`src/design/kcg_pkg.sv`:
```
package kcg_pkg;

  // field widths fixed by the channel definitions
  localparam int SYM_BITS   = 5;
  localparam int CHAR_W     = 8;
  localparam int CODE_W     = 60;
  localparam int WLEN_W     = 4;

  // default and largest window in symbols
  localparam int MAX_WINDOW_DEF = 12;

  // window length after reset
  localparam logic [WLEN_W-1:0] WLEN_RESET = 4'd3;

  // character codes
  localparam logic [CHAR_W-1:0] CH_STAR = 8'h2A;
  localparam logic [CHAR_W-1:0] CH_UC_A = 8'h41;
  localparam logic [CHAR_W-1:0] CH_UC_B = 8'h42;
  localparam logic [CHAR_W-1:0] CH_UC_J = 8'h4A;
  localparam logic [CHAR_W-1:0] CH_UC_O = 8'h4F;
  localparam logic [CHAR_W-1:0] CH_UC_U = 8'h55;
  localparam logic [CHAR_W-1:0] CH_UC_X = 8'h58;
  localparam logic [CHAR_W-1:0] CH_UC_Z = 8'h5A;
  localparam logic [CHAR_W-1:0] CH_LC_A = 8'h61;
  localparam logic [CHAR_W-1:0] CH_LC_Z = 8'h7A;

  // decoded symbol
  typedef struct packed {
    logic                ok;
    logic [SYM_BITS-1:0] code;
  } sym_dec_t;

  // one result transaction
  typedef struct packed {
    logic [CODE_W-1:0] kmer_code;
    logic              code_valid;
    logic              seq_end;
  } kmer_result_t;

endpackage

```
`src/design/kcg_if.sv`:
```
// symbol input channel
interface kcg_in_if;
  logic                        valid;
  logic                        ready;
  logic [kcg_pkg::CHAR_W-1:0]  symbol;
  logic                        seq_last;

  modport source (output valid, output symbol, output seq_last, input ready);
  modport sink   (input valid, input symbol, input seq_last, output ready);
endinterface

// k-mer result channel
interface kcg_out_if;
  logic                        valid;
  logic                        ready;
  logic [kcg_pkg::CODE_W-1:0]  kmer_code;
  logic                        code_valid;
  logic                        seq_end;

  modport source (output valid, output kmer_code, output code_valid, output seq_end,
                  input ready);
  modport sink   (input valid, input kmer_code, input code_valid, input seq_end,
                  output ready);
endinterface

// window length write channel
interface kcg_cfg_if;
  logic                        valid;
  logic                        ready;
  logic [kcg_pkg::WLEN_W-1:0]  window_len;

  modport source (output valid, output window_len, input ready);
  modport sink   (input valid, input window_len, output ready);
endinterface

```
`src/design/kcg_sym_decode.sv`:
```
module kcg_sym_decode (
  input  logic [kcg_pkg::CHAR_W-1:0] symbol,
  output kcg_pkg::sym_dec_t          dec
);
  import kcg_pkg::*;

  logic [CHAR_W-1:0] offset;

  // letters fold to 0..25, ambiguous and stop codes rejected
  always_comb begin
    offset   = '0;
    dec.ok   = 1'b0;
    if (symbol == CH_UC_X || symbol == CH_UC_B || symbol == CH_UC_J ||
        symbol == CH_UC_O || symbol == CH_UC_U || symbol == CH_STAR) begin
      dec.ok = 1'b0;
    end else if (symbol inside {[CH_LC_A:CH_LC_Z]}) begin
      offset = symbol - CH_LC_A;
      dec.ok = 1'b1;
    end else if (symbol inside {[CH_UC_A:CH_UC_Z]}) begin
      offset = symbol - CH_UC_A;
      dec.ok = 1'b1;
    end
    dec.code = offset[SYM_BITS-1:0];
  end

endmodule

```
`src/design/kcg_window.sv`:
```
module kcg_window #(
  parameter int MAX_WINDOW = kcg_pkg::MAX_WINDOW_DEF
) (
  input  logic                       clk,
  input  logic                       rst,
  input  logic                       accept,
  input  kcg_pkg::sym_dec_t          dec,
  input  logic                       seq_last,
  input  logic [kcg_pkg::WLEN_W-1:0] window_len,
  output kcg_pkg::kmer_result_t      result
);
  import kcg_pkg::*;

  localparam int HIST_W = MAX_WINDOW * SYM_BITS;
  localparam int RUN_W  = $clog2(MAX_WINDOW + 1);

  logic [HIST_W-1:0] history;
  logic [HIST_W-1:0] history_next;
  logic [RUN_W-1:0]  run;
  logic [RUN_W-1:0]  run_next;
  logic [WLEN_W-1:0] k_eff;
  logic [HIST_W-1:0] masked;

  // shift in the new symbol and extend the run of good symbols
  always_comb begin
    history_next = HIST_W'(history << SYM_BITS)
                 | HIST_W'(dec.ok ? dec.code : '0);
    if (!dec.ok) begin
      run_next = '0;
    end else if (run < RUN_W'(MAX_WINDOW)) begin
      run_next = run + 1'b1;
    end else begin
      run_next = run;
    end
  end

  // clamp window length to 1..MAX_WINDOW
  always_comb begin
    if (window_len == '0) begin
      k_eff = WLEN_W'(1);
    end else if (window_len > WLEN_W'(MAX_WINDOW)) begin
      k_eff = WLEN_W'(MAX_WINDOW);
    end else begin
      k_eff = window_len;
    end
  end

  // keep only the newest k symbol lanes
  always_comb begin
    for (int i = 0; i < MAX_WINDOW; i++) begin
      masked[i*SYM_BITS +: SYM_BITS] =
        (WLEN_W'(i) < k_eff) ? history_next[i*SYM_BITS +: SYM_BITS] : '0;
    end
  end

  // result of the current transaction
  always_comb begin
    result.code_valid = (WLEN_W'(run_next) >= k_eff);
    result.kmer_code  = result.code_valid ? CODE_W'(masked) : '0;
    result.seq_end    = seq_last;
  end

  // window state, cleared after the last symbol of a sequence
  always_ff @(posedge clk) begin
    if (rst) begin
      history <= '0;
      run     <= '0;
    end else if (accept) begin
      if (seq_last) begin
        history <= '0;
        run     <= '0;
      end else begin
        history <= history_next;
        run     <= run_next;
      end
    end
  end

endmodule

```
`src/design/protein_kmer_code_generator_top.sv`:
```
// channel   direction  transaction
// sym_in    in         symbol[7:0], seq_last
// code_out  out        kmer_code[59:0], code_valid, seq_end
// cfg       in         window_len[3:0]
//
// One symbol a cycle while code_out is not stalled; each result appears in the cycle after its symbol is taken,
// from a single output register fed by the decode and window logic.
// The symbol history and run counter update in the same cycle a symbol is taken.
// Reset (rst, synchronous) clears the window state, empties the output
// register and sets the window length to 3.
// When code_out is stalled with a result held, sym_in waits; otherwise both flow.
module protein_kmer_code_generator_top #(
  parameter int MAX_WINDOW = kcg_pkg::MAX_WINDOW_DEF
) (
  input  logic        clk,
  input  logic        rst,
  kcg_in_if.sink      sym_in,
  kcg_out_if.source   code_out,
  kcg_cfg_if.sink     cfg
);
  import kcg_pkg::*;

  logic              accept;
  logic [WLEN_W-1:0] window_len;
  sym_dec_t          dec;
  kmer_result_t      result;
  kmer_result_t      out_reg;
  logic              out_full;

  // input taken whenever the output register is free or draining
  assign sym_in.ready = !out_full || code_out.ready;
  assign accept       = sym_in.valid && sym_in.ready;

  // window length register
  assign cfg.ready = 1'b1;

  always_ff @(posedge clk) begin
    if (rst) begin
      window_len <= WLEN_RESET;
    end else if (cfg.valid) begin
      window_len <= cfg.window_len;
    end
  end

  kcg_sym_decode u_decode (
    .symbol (sym_in.symbol),
    .dec    (dec)
  );

  kcg_window #(
    .MAX_WINDOW (MAX_WINDOW)
  ) u_window (
    .clk        (clk),
    .rst        (rst),
    .accept     (accept),
    .dec        (dec),
    .seq_last   (sym_in.seq_last),
    .window_len (window_len),
    .result     (result)
  );

  // output register
  always_ff @(posedge clk) begin
    if (rst) begin
      out_full <= 1'b0;
    end else if (accept) begin
      out_full <= 1'b1;
    end else if (code_out.ready) begin
      out_full <= 1'b0;
    end
  end

  always_ff @(posedge clk) begin
    if (accept) begin
      out_reg <= result;
    end
  end

  assign code_out.valid      = out_full;
  assign code_out.kmer_code  = out_reg.kmer_code;
  assign code_out.code_valid = out_reg.code_valid;
  assign code_out.seq_end    = out_reg.seq_end;

endmodule
```
`src/flat_wrapper.sv`:
```
// flat-port wrapper written by rule: the top's interface ports become plain ports
module protein_kmer_code_generator_top_flat import kcg_pkg::*;
#(
  parameter int MAX_WINDOW = kcg_pkg::MAX_WINDOW_DEF
)
  (clk, rst, sym_in_valid, sym_in_symbol, sym_in_seq_last, sym_in_ready, code_out_valid, code_out_kmer_code, code_out_code_valid, code_out_seq_end, code_out_ready, cfg_valid, cfg_window_len, cfg_ready);
  kcg_in_if sym_in_i ();
  kcg_out_if code_out_i ();
  kcg_cfg_if cfg_i ();
  input  logic clk;
  input  logic rst;
  input wire logic [$bits(sym_in_i.valid)-1:0] sym_in_valid;
  input wire logic [$bits(sym_in_i.symbol)-1:0] sym_in_symbol;
  input wire logic [$bits(sym_in_i.seq_last)-1:0] sym_in_seq_last;
  output wire logic [$bits(sym_in_i.ready)-1:0] sym_in_ready;
  output wire logic [$bits(code_out_i.valid)-1:0] code_out_valid;
  output wire logic [$bits(code_out_i.kmer_code)-1:0] code_out_kmer_code;
  output wire logic [$bits(code_out_i.code_valid)-1:0] code_out_code_valid;
  output wire logic [$bits(code_out_i.seq_end)-1:0] code_out_seq_end;
  input wire logic [$bits(code_out_i.ready)-1:0] code_out_ready;
  input wire logic [$bits(cfg_i.valid)-1:0] cfg_valid;
  input wire logic [$bits(cfg_i.window_len)-1:0] cfg_window_len;
  output wire logic [$bits(cfg_i.ready)-1:0] cfg_ready;
  assign sym_in_i.valid = sym_in_valid;
  assign sym_in_i.symbol = sym_in_symbol;
  assign sym_in_i.seq_last = sym_in_seq_last;
  assign sym_in_ready = sym_in_i.ready;
  assign code_out_valid = code_out_i.valid;
  assign code_out_kmer_code = code_out_i.kmer_code;
  assign code_out_code_valid = code_out_i.code_valid;
  assign code_out_seq_end = code_out_i.seq_end;
  assign code_out_i.ready = code_out_ready;
  assign cfg_i.valid = cfg_valid;
  assign cfg_i.window_len = cfg_window_len;
  assign cfg_ready = cfg_i.ready;
  protein_kmer_code_generator_top #(.MAX_WINDOW(MAX_WINDOW)) u_core (.clk(clk), .rst(rst), .sym_in(sym_in_i), .code_out(code_out_i), .cfg(cfg_i));
endmodule
```
`config.mk`:
```
export PLATFORM = sky130hd
export DESIGN_NAME = protein_kmer_code_generator_top_flat
export DESIGN_NICKNAME = d
export VERILOG_FILES = /design/src/design/kcg_pkg.sv /design/src/design/kcg_if.sv /design/src/design/kcg_sym_decode.sv /design/src/design/kcg_window.sv /design/src/design/protein_kmer_code_generator_top.sv /design/src/flat_wrapper.sv
export SDC_FILE = /design/constraint.sdc
export NUM_CORES = 1
export LEC_CHECK = 0
export BUFFER_PORTS_ARGS = -buffer_cell sky130_fd_sc_hd__buf_2
export CAP_MARGIN = 20
export CELL_PAD_IN_SITES_DETAIL_PLACEMENT = 1
export CELL_PAD_IN_SITES_GLOBAL_PLACEMENT = 2
export CORE_MARGIN = 5
export CORE_UTILIZATION = 40
export CTS_BUF_LIST = sky130_fd_sc_hd__clkbuf_2 sky130_fd_sc_hd__clkbuf_4 sky130_fd_sc_hd__clkbuf_8
export DETAILED_ROUTE_END_ITERATION = 6
export PLACE_DENSITY_LB_ADDON = 0.1
export RECOVER_POWER = 50
export SLEW_MARGIN = 15
export SYNTH_ARGS = -nofsm -noshare
export SYNTH_HDL_FRONTEND = slang
export SYNTH_HIERARCHICAL = 1
export SYNTH_SLANG_ARGS = --single-unit
```
`constraint.sdc`:
```
create_clock -name clk -period 8.1 [get_ports clk]
set_input_delay 1.62 -clock clk [delete_from_list [all_inputs] [get_ports clk]]
set_output_delay 1.62 -clock clk [all_outputs]
set_load 0.03 [all_outputs]
```
# Word level (Yosys, flattened, before mapping)
# Index checks and enable logic that the tools add are counted.
# classes
n_eq_ne	6
reduce_logical	24
order_cmp	19
bitwise	1
muxes	15
n_addsub	3
# ops
operator	count
$or 60x5->60	1
$mux 55	1
$eq 8x7->1 const B	5
$reduce_and 2->1	12
$mux 4	5
$mux 5	4
$ge 8x7->1 const B	2
$le 8x7->1 const B	2
$lt 3x4->1 const A	4
$lt 4x4->1 const A	4
$sub 5x1->5 const B	2
$eq 8x6->1 const B	1
$lt 1x4->1 const A	2
$lt 2x4->1 const A	2
$logic_or 1x1->1	6
$mux 1	5
$add 4x1->4 const B	1
$ge 4x4->1	1
$gt 4x4->1 const B	1
$logic_not 4->1	1
$lt 4x4->1 const B	1
$logic_and 1x1->1	3
$reduce_bool 2->1	1
$logic_not 1->1	1
# totals
wordCells	86
output_inout_bits	65
in_bits	18
reg_bits	126

# Depth between registers and ports, before layout
# logic_depth
word_depth	10
mapped_depth	14
mapped_depth_nobuf	12

# Hierarchy
# The synthesis kept the hierarchy.
# by_module_without_submodules
module	seq_area_each_um2	cells_per_inst	area_per_inst_um2	instances
kcg_window	1181.1	429	3196.8	1
protein_kmer_code_generator_top	1961.9	81	2052.0	1
kcg_sym_decode	0.0	33	226.5	1

# Worst setup path after synthesis
# No wires, ideal clock.
# synth_timing
path_kind	input to register
startpoint	in code_out_ready
endpoint	reg u_core.u_window.run[1]
arrival_time_ps	4471
path_stages	6
setup_slack_ps	3559
setup_ps	70
required_ps	8030
path_buffers	2
path_cell_list	nand2b_1 -> and2_1 -> buf_2 -> buf_1 -> nand4_1 -> a21oi_1
# synth_via
elab_chain_len	2
# synth_lines
element	line_no	rtl
from (decl)	flat_wrapper.sv:20	input wire logic [$bits(code_out_i.ready)-1:0] code_out_ready;
$logic_or 1x1->1	protein_kmer_code_generator_top.sv:31	assign sym_in.ready = !out_full || code_out.ready;
$logic_and 1x1->1	protein_kmer_code_generator_top.sv:32	assign accept = sym_in.valid && sym_in.ready;
named net u_core.accept	protein_kmer_code_generator_top.sv:23	logic accept;
to (signal assigned)	kcg_window.sv:74	run <= run_next;
to (decl)	kcg_window.sv:19	logic [RUN_W-1:0] run;
# The timed path passes the listed nets, and every way through them passes these cells.
# A chain may end at the register's enable or synchronous reset.

# Worst setup path after layout
# layout_timing
startpoint	in code_out_ready
endpoint	reg u_core.u_window.history[0]
# layout_via
elab_chain_len	2
# layout_lines
element	line_no	rtl
$logic_or 1x1->1	protein_kmer_code_generator_top.sv:31	
$logic_and 1x1->1	protein_kmer_code_generator_top.sv:32	
named net u_core.accept	protein_kmer_code_generator_top.sv:23	
to (signal assigned)	kcg_window.sv:73	history <= history_next;
to (decl)	kcg_window.sv:17	logic [HIST_W-1:0] history;
# The timed path passes the listed nets, and every way through them passes these cells.

==> flow_summary.toml <==
[place]
placed_cells = 761
port_buffers = 81
finalWeightedCongestion = 0.729
post_dp_cell_area_um2 = 5930
place_hpwl_mm = 8.42

[drt]
routed.top_layer = "met4"
postRouteAntennaNets = 0
wl_per_cell_um = 17.3
wl_met1_mm = 6.39
wl_met3_um = 442
drt-total-wl_mm = 13.7
dr_wl_met2_mm = 6.74
vias = 4191
vias_per_cell = 5.28
drc_errors = 0
first_pass_iters = 4
dr.first_iter.drc_count = 214

[power_and_ir_drop]
power.leakage_uw = 0.00197
ir_drop_mv = 0.110
power_density_nw_per_um2 = 226

[grt]
grt_max_degree = 86
overflow = 0
antenna_found_initial = 0
grt_pass1_wl_mm = 22.2
grt_pass1_vias = 4337
track_usage_pct = 17.4

[worst_setup_path]
cp_slowest_stage_delay_ps = 1660
crit_path_cell_trace = "buf_2 -> nand2b_1 -> and2_0 -> inv_1 -> clkbuf_1 -> or3_1 -> a21oi_1"
rr_endpoint = "u_core/u_window/history[0]$_SDFFE_PP0P_"
criticalPathCategory = "input pin to flip-flop"
reg2reg_depth = 6
endpoint_kind = "flip-flop"
crit_end = "u_core/u_window/history[0]$_SDFFE_PP0P_"
crit_start = "code_out_ready"
path_max_fanout = 36
ff2ff_setup_slack_ps = 3180
r2r-start = "u_core/code_out.valid$_SDFFE_PP0P_"
critPathLaunchType = "input pin"
cp_data_arrival_time_ps = 6230
worstPathRequired_ps = 8440
slowest_stage = "and2_0"

[cells_and_area]
antennaDiodeCount = 0
final_cell_area_um2 = 6270
drive_gt1_share_pct = 10.0
final_common_cell = "nand2_1"
fill_cells = 1534
mostFrequentLayoutCells = "104 x nand2_1, 66 x clkbuf_1, 64 x dfxtp_1, 62 x edfxtp_1, 60 x a21oi_1"
final_cell_count_no_fill = 794
area_growth_pct = 14.6
fin_nets = 633

[run_status]
status = "complete, but fails checks"
violations = "max-capacitance violations, max-slew violations"

[synth]
syn-cell-area_um2 = 5480
ys_seq_area_share_pct = 57.4
ys_ff_latch = 126
async_flop_share_pct = 0
synth_edf_count = 62
synth.avg_cell_area_um2 = 10.1
synthCells = 543
yosys_most_used_dff = "dfxtp_1"
syn_nets = 571
synth_warnings = 6
ys_types = 46

[timing]
setup_tns_ps = 0
slew_violations = 279
tightestPinTransition_ps = 3020
max_freq_mhz = 170
finalHoldViolations = 0
skew_ps = 6.64
min_period_over_period_pct = 72.7
period_needed_ps = 5890
slew_headroom_pct = -101
rsz0062_at_grt = "no"
setup_viol = 0
fin_hold_ws_ps = 472

[die]
core.rowCount = 42
core-area_um2 = 13300
ios = 83
initial_utilization_pct = 41.0
die-area_um2 = 16100
die_h_um = 127
fp.dieW_um = 127

[clocking]
root_buffer = "clkbuf_8"
ctsHtreeMaxLevel = 4
post-cts-setup-buffer-count = 0
clkLatencyLatePin_ps = 440
clock-sinks = 126
cts_tree = "yes"
numCtsBuffers = 17
ctsResizeCount = 0
clock_path_buffers = 2
hold_buffers = 0
clkTransAtPathRegs_ps = 70

[min_path]
min_path_type = "flip-flop to flip-flop"

[job]
max-cap-violations = 5
-- logic make-up (layout without fill, tap and decap cells) --
kind of cell | after synthesis | count (layout) | synth area share, %
simple gates | 263 | 263 | 25.6
flops | 126 | 126 | 57.4
compound gates | 82 | 82 | 8.84
buf+inv | 55 | 130 | 4.80
fa+ha+maj | 10 | 10 | 2.29
xor+xnor | 4 | 4 | 0.640
mux | 2 | 2 | 0.366
other cells | 1 | 1 | 0.0685
-- how the worst min path moves through the flow --
| stage | startpoint | to | slack [ps] | cells after the start |
|---|---|---|---|---|
| 2_1_floorplan | u_core/u_window/history[50]$_SDFFE_PP0P_ | u_core/u_window/history[50]$_SDFFE_PP0P_ | 440 | 2 |
| 3_3_place_gp | u_core/u_window/history[52]$_SDFFE_PP0P_ | u_core/u_window/history[52]$_SDFFE_PP0P_ | 450 | 2 |
| 3_5_place_dp | u_core/u_window/history[54]$_SDFFE_PP0P_ | u_core/u_window/history[54]$_SDFFE_PP0P_ | 460 | 2 |
| 4_1_cts | u_core/u_window/history[54]$_SDFFE_PP0P_ | u_core/u_window/history[54]$_SDFFE_PP0P_ | 470 | 2 |
| 5_1_grt | u_core/u_window/history[54]$_SDFFE_PP0P_ | u_core/u_window/history[54]$_SDFFE_PP0P_ | 490 | 2 |
| 6_report | u_core/u_window/history[54]$_SDFFE_PP0P_ | u_core/u_window/history[54]$_SDFFE_PP0P_ | 470 | 2 |
-- state kept, by name, indices dropped and copies added, names as in the netlist --
signal,flops
u_core/code_out.kmer_code,60
u_core/u_window/history,55
u_core/u_window/run,4
u_core/window_len,4
u_core/code_out.code_valid,1
u_core/code_out.seq_end,1
u_core/code_out.valid,1
-- where the power goes --
group | switching [µW] | total [µW] | internal, µW
combinational | 104 | 133 | 28.3
clock | 261 | 595 | 334
sequential | 8.02 | 692 | 684
total | 374 | 1420 | 1050
-- worst max-delay path: cells and delay by family --
family | cells | cell delay [ps]
and+or+nand+nor | 3 | 2380
buffers and inverters | 3 | 2050
AOI/OAI and AO/OA | 1 | 150
-- stage by stage --
stage / setup WS [ps] / util, % / total power [µW]
CTS: 3580 / 47.6 / 1440
detailed placement: 3090 / 44.4 / 843
global placement: 3310 / 44.4 / 841
finish: 2210 / 47.0 / 1420
floorplan: 3560 / - / 805
global route: 1760 / 47.0 / 1470
-- cell type report --
type / count / area, µm² / share of cell area (%)
flip-flops and latches: 126 / 3140 / 50.1
inverters: 10 / 37.5 / 0.598
repair buffers: 88 / 368 / 5.86
well taps: 176 / 220 / 3.51
multi-input cells: 362 / 2080 / 33.1
clock buffers: 17 / 234 / 3.73
clock inverters: 15 / 195 / 3.11
-- per-layer routing --
| metal | vias to the layer above | global-route usage, % |
|---|---|---|
| met2 | 61 | 28.9 |
| met4 | 0 | 6.25 |
| met1 | 2068 | 22.3 |
| met5 | - | 0 |
| met3 | 16 | 4.09 |
| li1 | 2046 | - |
-- synthesized netlist by cell type, types with 2 or more instances --
cell        n  area share (%)
and3_1      2            0.23
o22ai_1     2            0.23
nand3_1    13             1.2
o21ai_0     4            0.37
nor4_1     15             1.7
buf_4       2            0.27
nand3b_1   50             6.9
xnor2_1     3            0.48
ha_1       10             2.3
nand2b_1    2            0.23
nand2_1   104             7.1
nor3_2      4            0.73
buf_6       6             1.2
nor2_1     14            0.96
inv_1       9            0.62
buf_2       3            0.27
dfxtp_1    64              23
o21a_1      3            0.41
mux2i_1     2            0.37
nor2b_1     4            0.46
a21oi_1    60             5.5
nor3_1     35             3.2
or3_1       2            0.23
buf_1       5            0.34
edfxtp_1   62              34
a211o_1     5            0.80
nor3b_1    11             1.5
clkbuf_1   29             2.0
Power figures use the tool's default switching activity.
